--- src/assert_macros.svh ---
// Assertion macros used by the blitter top level.
`ifndef ASSERT_MACROS_SVH
`define ASSERT_MACROS_SVH

// Checks that an expression holds at every clock edge outside reset.
`define GBPF_ASSERT(lbl, expr, msg) \
  lbl: assert property (@(posedge clk) disable iff (rst) (expr)) else $error(msg);

// Checks that a condition implies another in the same cycle.
`define GBPF_ASSERT_IMP(lbl, ante, cons, msg) \
  lbl: assert property (@(posedge clk) disable iff (rst) (ante) |-> (cons)) else $error(msg);

// Checks that a condition implies another in the following cycle.
`define GBPF_ASSERT_NXT(lbl, ante, cons, msg) \
  lbl: assert property (@(posedge clk) disable iff (rst) (ante) |=> (cons)) else $error(msg);

`endif

--- src/gbpf_pkg.sv ---
// Shared constants and types of the glyph blitter.
`timescale 1ns / 1ps
package gbpf_pkg;

  localparam int SCREEN_WIDTH_DEF  = 640;
  localparam int SCREEN_HEIGHT_DEF = 480;
  localparam int GLYPH_ROWS_DEF    = 8;
  localparam int GLYPH_COUNT_DEF   = 256;

  localparam int COORD_W = 11;  // pos_x and pos_y
  localparam int POS_W   = 12;  // a coordinate plus a column or row offset
  localparam int BASE_W  = 22;  // signed row start within the pixel space
  localparam int ADDR_W  = 18;
  localparam int COUNT_W = 8;   // holds up to 31 full rows of 8 pixels
  localparam int PIX_SAT = 127;

  localparam logic [1:0] MODE_LOAD = 2'd0;
  localparam logic [1:0] MODE_DRAW = 2'd1;
  localparam logic [1:0] MODE_READ = 2'd2;

  // One pixel slot handed from the sequencer to the read-modify-write stage.
  typedef struct packed {
    logic       valid;
    logic       visible;
    logic       nib_hi;
    logic [2:0] bit_idx;
  } pix_cmd_t;

endpackage

--- src/gbpf_pix_rmw.sv ---
// Pixel read-modify-write stage with write-to-read forwarding and pixel count.
`timescale 1ns / 1ps
module gbpf_pix_rmw #(
  parameter int FA_W = 17
) (
  input  logic                          clk,
  input  logic                          rst,
  input  logic                          clear_count,
  input  gbpf_pkg::pix_cmd_t            cmd,
  input  logic [FA_W-1:0]               cmd_addr,
  input  logic [3:0]                    fg,
  input  logic [3:0]                    bg,
  input  logic [7:0]                    rd_data,
  input  logic [7:0]                    glyph_row,
  output logic                          wr_en,
  output logic [FA_W-1:0]               wr_addr,
  output logic [7:0]                    wr_data,
  output logic [gbpf_pkg::COUNT_W-1:0]  count
);
  import gbpf_pkg::*;

  pix_cmd_t        s1_cmd;
  logic [FA_W-1:0] s1_addr;
  logic            fwd_valid;
  logic [FA_W-1:0] fwd_addr;
  logic [7:0]      fwd_data;
  logic [7:0]      base_byte;
  logic            pix_bit;
  logic [3:0]      colour;

  always_ff @(posedge clk) begin
    if (rst) begin
      s1_cmd    <= '0;
      fwd_valid <= 1'b0;
      count     <= '0;
    end else begin
      s1_cmd    <= cmd;
      fwd_valid <= wr_en;
      if (clear_count) begin
        count <= '0;
      end else if (wr_en) begin
        count <= count + 1'b1;
      end
    end
  end

  always_ff @(posedge clk) begin
    s1_addr  <= cmd_addr;
    fwd_addr <= wr_addr;
    fwd_data <= wr_data;
  end

  // The read for this pixel was issued while the previous pixel was being
  // written, so a byte written in the last cycle replaces the memory data.
  assign base_byte = (fwd_valid && fwd_addr == s1_addr) ? fwd_data : rd_data;
  assign pix_bit   = glyph_row[s1_cmd.bit_idx];
  assign colour    = pix_bit ? fg : bg;
  assign wr_en     = s1_cmd.valid && s1_cmd.visible && (pix_bit || fg != bg);
  assign wr_addr   = s1_addr;
  assign wr_data   = s1_cmd.nib_hi ? {colour, base_byte[3:0]} : {base_byte[7:4], colour};

endmodule

--- config.mk ---
export PLATFORM = sky130hd
export DESIGN_NAME = gbpf_pix_rmw
export DESIGN_NICKNAME = d
export VERILOG_FILES = /design/src/assert_macros.svh /design/src/gbpf_pkg.sv /design/src/gbpf_pix_rmw.sv
export SDC_FILE = /design/constraint.sdc
export NUM_CORES = 1
export LEC_CHECK = 0
export ABC_AREA = 1
export ABC_CLOCK_PERIOD_IN_PS = 1150
export BUFFER_PORTS_ARGS = -buffer_cell sky130_fd_sc_hd__buf_2
export CAP_MARGIN = 30
export CORE_MARGIN = 2
export CORE_UTILIZATION = 33
export CTS_CLUSTER_DIAMETER = 50
export DETAILED_ROUTE_END_ITERATION = 12
export PLACE_DENSITY = 0.7
export SETUP_SLACK_MARGIN = 0.5
export SYNTH_ARGS = -nofsm -noshare
export SYNTH_HDL_FRONTEND = slang
export SYNTH_SLANG_ARGS = --single-unit
--- constraint.sdc ---
create_clock -name clk -period 1.15 [get_ports clk]
set_input_delay 0 -clock clk [delete_from_list [all_inputs] [get_ports clk]]
set_output_delay 0 -clock clk [all_outputs]
set_load 0.03 [all_outputs]
==> run_results.csv <==
group,metric,value,unit
grt,antenna_found_initial,0,
synth,synth_common_cells,"nand2_1 (73), inv_1 (63), dfxtp_1 (57), nor2_1 (27), nand3_1 (21)",
synth,synth-edff-count,0,
synth,synth_top_area_share,49.75,%
detailed_routing,drc,0,
grt,grt_pass1_wl,9.984,mm
cells_and_area,post-route-util,60.17,%
die,die_area,7633,µm²
synth,yosysMostFrequentCell,"nand2_1",
status,status,"finished, violations left",
setup_path,crit_fanout,8,
detailed_routing,drt-total-wl,6.129,mm
timing,hold_ws,-0.05650,ns
grt,track_usage,16.85,%
timing,rsz0062_at_grt,"true",
synth,synthTopCellsByArea,"dfxtp_1 (50%), nand2_1 (12%), inv_1 (10%)",
detailed_routing,postRouteAntennaNets,0,
timing,tightestPinTransition,0.3645,ns
setup_path,end_kind,"output port",
cells_and_area,areaGrowthSynthToFinish,77.25,%
clock_tree,clkSinkCount,57,
clock_tree,cts.root.buffer_cell,"clkbuf_8",
die,ios,84,
detailed_routing,viasPerCell,4.404,
timing,layout_min_cycle_time,1.770,ns
timing,relSlewSlack,75.61,%
grt,met3_usage,5.687,%
clock_tree,clk_latency,0.33,ns
status,failed_checks,"negative hold slack, negative setup slack",
synth,ys_seq_area_share,49.75,%
synth,syn_area,2293,µm²
setup_path,slowest_stage,"dfxtp_4",
timing,timing.final.ws_setup,-0.6198,ns
synth,synth_fp_nets,348,
clock_tree,path_clk_slew,0.07,ns
power_and_ir_drop,vdd_drop_max,0.0007375,V
synth,synth.distinct_cells,22,
synth,synth_top_area_cell,"dfxtp_1",
synth,synthFlopType,"dfxtp_1",
grt,use_met2,29.82,%
power_and_ir_drop,cellLeakagePower,1.967,nW
placed_design,gp_congestion,0.8371,
placed_design,detailed_place_hpwl,3.916,mm
timing,setup-violations-final,26,
cells_and_area,n_antenna_cell,0,
clock_tree,cts_buffers,9,
die,start_util,33.94,%
grt,grt_max_degree,10,
timing,setup-tns-final,-10.28,ns
clock_tree,clockBufferDepth,2,
detailed_routing,num_vias,2312,
synth,synth_seq_cells,57,
grt,busiest_layer,"met2",
timing,fin_skew,0.009555,ns
synth,syn_avg_cell_area,7.722,µm²
setup_path,r2r-start,"s1_cmd[0]",
placed_design,port_buffers,83,
setup_path,start_kind,"register",
clock_tree,cts_tree,"built",
timing,hold_violations,9,
die,die_w,87.37,µm
grt,gr-usage-met1,18.54,%
timing,finalMaxSlewViolations,0,
die,coreArea,6756,µm²
cells_and_area,layout.nets,491,
grt,grt_pass1_vias,2292,
detailed_routing,drtIter0Drc,75,
timing,max_freq,565.0,MHz
die,rows,30,
setup_path,path_common_cell,"nand2_2",
clock_tree,htreeDepth,3,
setup_path,arrival,1.77,ns
die,die_y,87.37,µm
synth,ys_warn_count,0,
power_and_ir_drop,pwr_density_cell,1136,nW/µm²
worst_hold_path,hold_path_class,"input port to register",
synth,async_flop_share,0,%
setup_path,startpoint,"wr_addr[7]",
setup_path,path_cells,"nand2_2 > o21ai_1 > nor2_1 > nand2_1 > nor2_4 > nand3_4 > nand2_2 > nand3_2 > nand2_4 > buf_6",
grt,grt_remaining_overflow,0,
detailed_routing,drtPass1Iterations,4,
setup_path,slowest_delay,0.36,ns
job,maxCapViolCount,0,
setup_path,path_class,"register to output port",
setup_path,worstPathRequired,1.15,ns
detailed_routing,detail_route.wl_per_cell,11.67,µm
worst_hold_path,min_from,"clear_count",
timing,period_share,153.9,%
cells_and_area,drive_gt1_share,51.01,%
synth,synth_cells,297,
clock_tree,cts_hold_buf,23,
[final cells by class]
cell class | instances | area, µm²
Clock buffer | 12 | 145.1
Clock inverter | 4 | 18.77
Fill cell | 558 | 2691
Inverter | 65 | 251.5
Multi-Input combinational cell | 173 | 1192
Sequential cell | 57 | 1229
Tap cell | 80 | 100.1
Timing Repair Buffer | 134 | 1129
[flip-flops by register name, summed over array words and instances (netlist names)]
signal / count
fwd_addr: 17
fwd_valid: 1
s1_cmd: 6
wr_addr: 17
count: 8
fwd_data: 8
[critical path, delay by kind of cell, from the launching register on]
family | cells | cell delay (ns)
compound gates | 1 | 0.06
buf+inv | 1 | 0.13
simple gates | 8 | 0.91
flops | 1 | 0.36
[metal layers]
layer	share of wire [%]	routed length [µm]
met5	0	0
met4	1.7	103
met3	5.3	327
met2	53	3276
met1	40	2422
[metrics by stage]
stage | std cells | hold WS [ns] | total power, mW | instance area [µm²] | setup slack [ns]
after global placement | 468 | 0.1021 | 2.823 | 3077 | -0.2900
after global routing | 525 | -0.04799 | 4.861 | 4065 | -0.7296
after floorplan | 297 | 0.02769 | 2.610 | 2505 | -0.2344
after CTS | 518 | -0.08926 | 4.617 | 3908 | -0.6055
after detailed placement | 468 | 0.1036 | 2.836 | 3077 | -0.3094
final | 525 | -0.05650 | 4.619 | 4065 | -0.6198
[cells by family (layout without fill, tap and decap cells)]
logic type	after synthesis	in the layout	share of synthesized area, %
xor+xnor	13	13	4.965
buf+inv	68	215	11.84
compound gates	17	17	4.583
flops	57	57	49.75
fa+ha+maj	1	1	0.5455
simple gates	141	142	28.31
[final timing paths]
check           endpoint  slack, ns  cells after the start
max           wr_data[6]      -0.62                     10
min             count[1]      -0.06                      4
max reg2reg     count[1]      -0.37                     12
min reg2reg  fwd_addr[2]       0.38                      0
[power breakdown]
| group | internal (mW) | switching (mW) |
|---|---|---|
| Combinational | 0.447 | 0.480 |
| Clock | 0.822 | 0.742 |
| Sequential | 2.06 | 0.0680 |
[what timing repair did]
action | 4_1_cts | 5_1_grt
hold endpoints to repair | 27 | 10
resized for setup | 110 | 36
pin swaps | 21 | 29
buffers inserted | 9 | 7
setup endpoints to repair | 51 | 51
cloned | 2 | 0
[layout by cell type (no fill, tap or decap)]
| master | synthesis | routed |
|---|---|---|
| clkinv_4 | 0 | 1 |
| buf_2 | 0 | 49 |
| nand3_2 | 2 | 14 |
| ha_4 | 0 | 1 |
| nand2_8 | 0 | 2 |
| nand2_1 | 73 | 45 |
| o21ai_1 | 1 | 1 |
| nand4_1 | 11 | 11 |
| inv_2 | 1 | 4 |
| xnor2_1 | 11 | 11 |
| o211ai_1 | 8 | 8 |
| nand2_4 | 3 | 11 |
| nand2_2 | 0 | 19 |
| a21oi_2 | 0 | 6 |
| nor2_4 | 2 | 5 |
| inv_4 | 0 | 1 |
| nor2_2 | 1 | 3 |
| dfxtp_1 | 57 | 27 |
| nand3_1 | 21 | 6 |
| clkbuf_8 | 0 | 10 |
| dlygate4sd3_1 | 0 | 23 |
| dfxtp_2 | 0 | 10 |
| nor2_1 | 27 | 22 |
| dfxtp_4 | 0 | 20 |
| xor2_1 | 2 | 2 |
| clkinv_1 | 0 | 1 |
| clkinv_2 | 1 | 3 |
| inv_1 | 63 | 59 |
| o21ai_2 | 0 | 2 |
| clkbuf_1 | 1 | 2 |
| nand3_4 | 1 | 4 |
| buf_8 | 0 | 1 |
| buf_4 | 0 | 13 |
| buf_6 | 2 | 48 |
(Power assumes the default switching activity.)
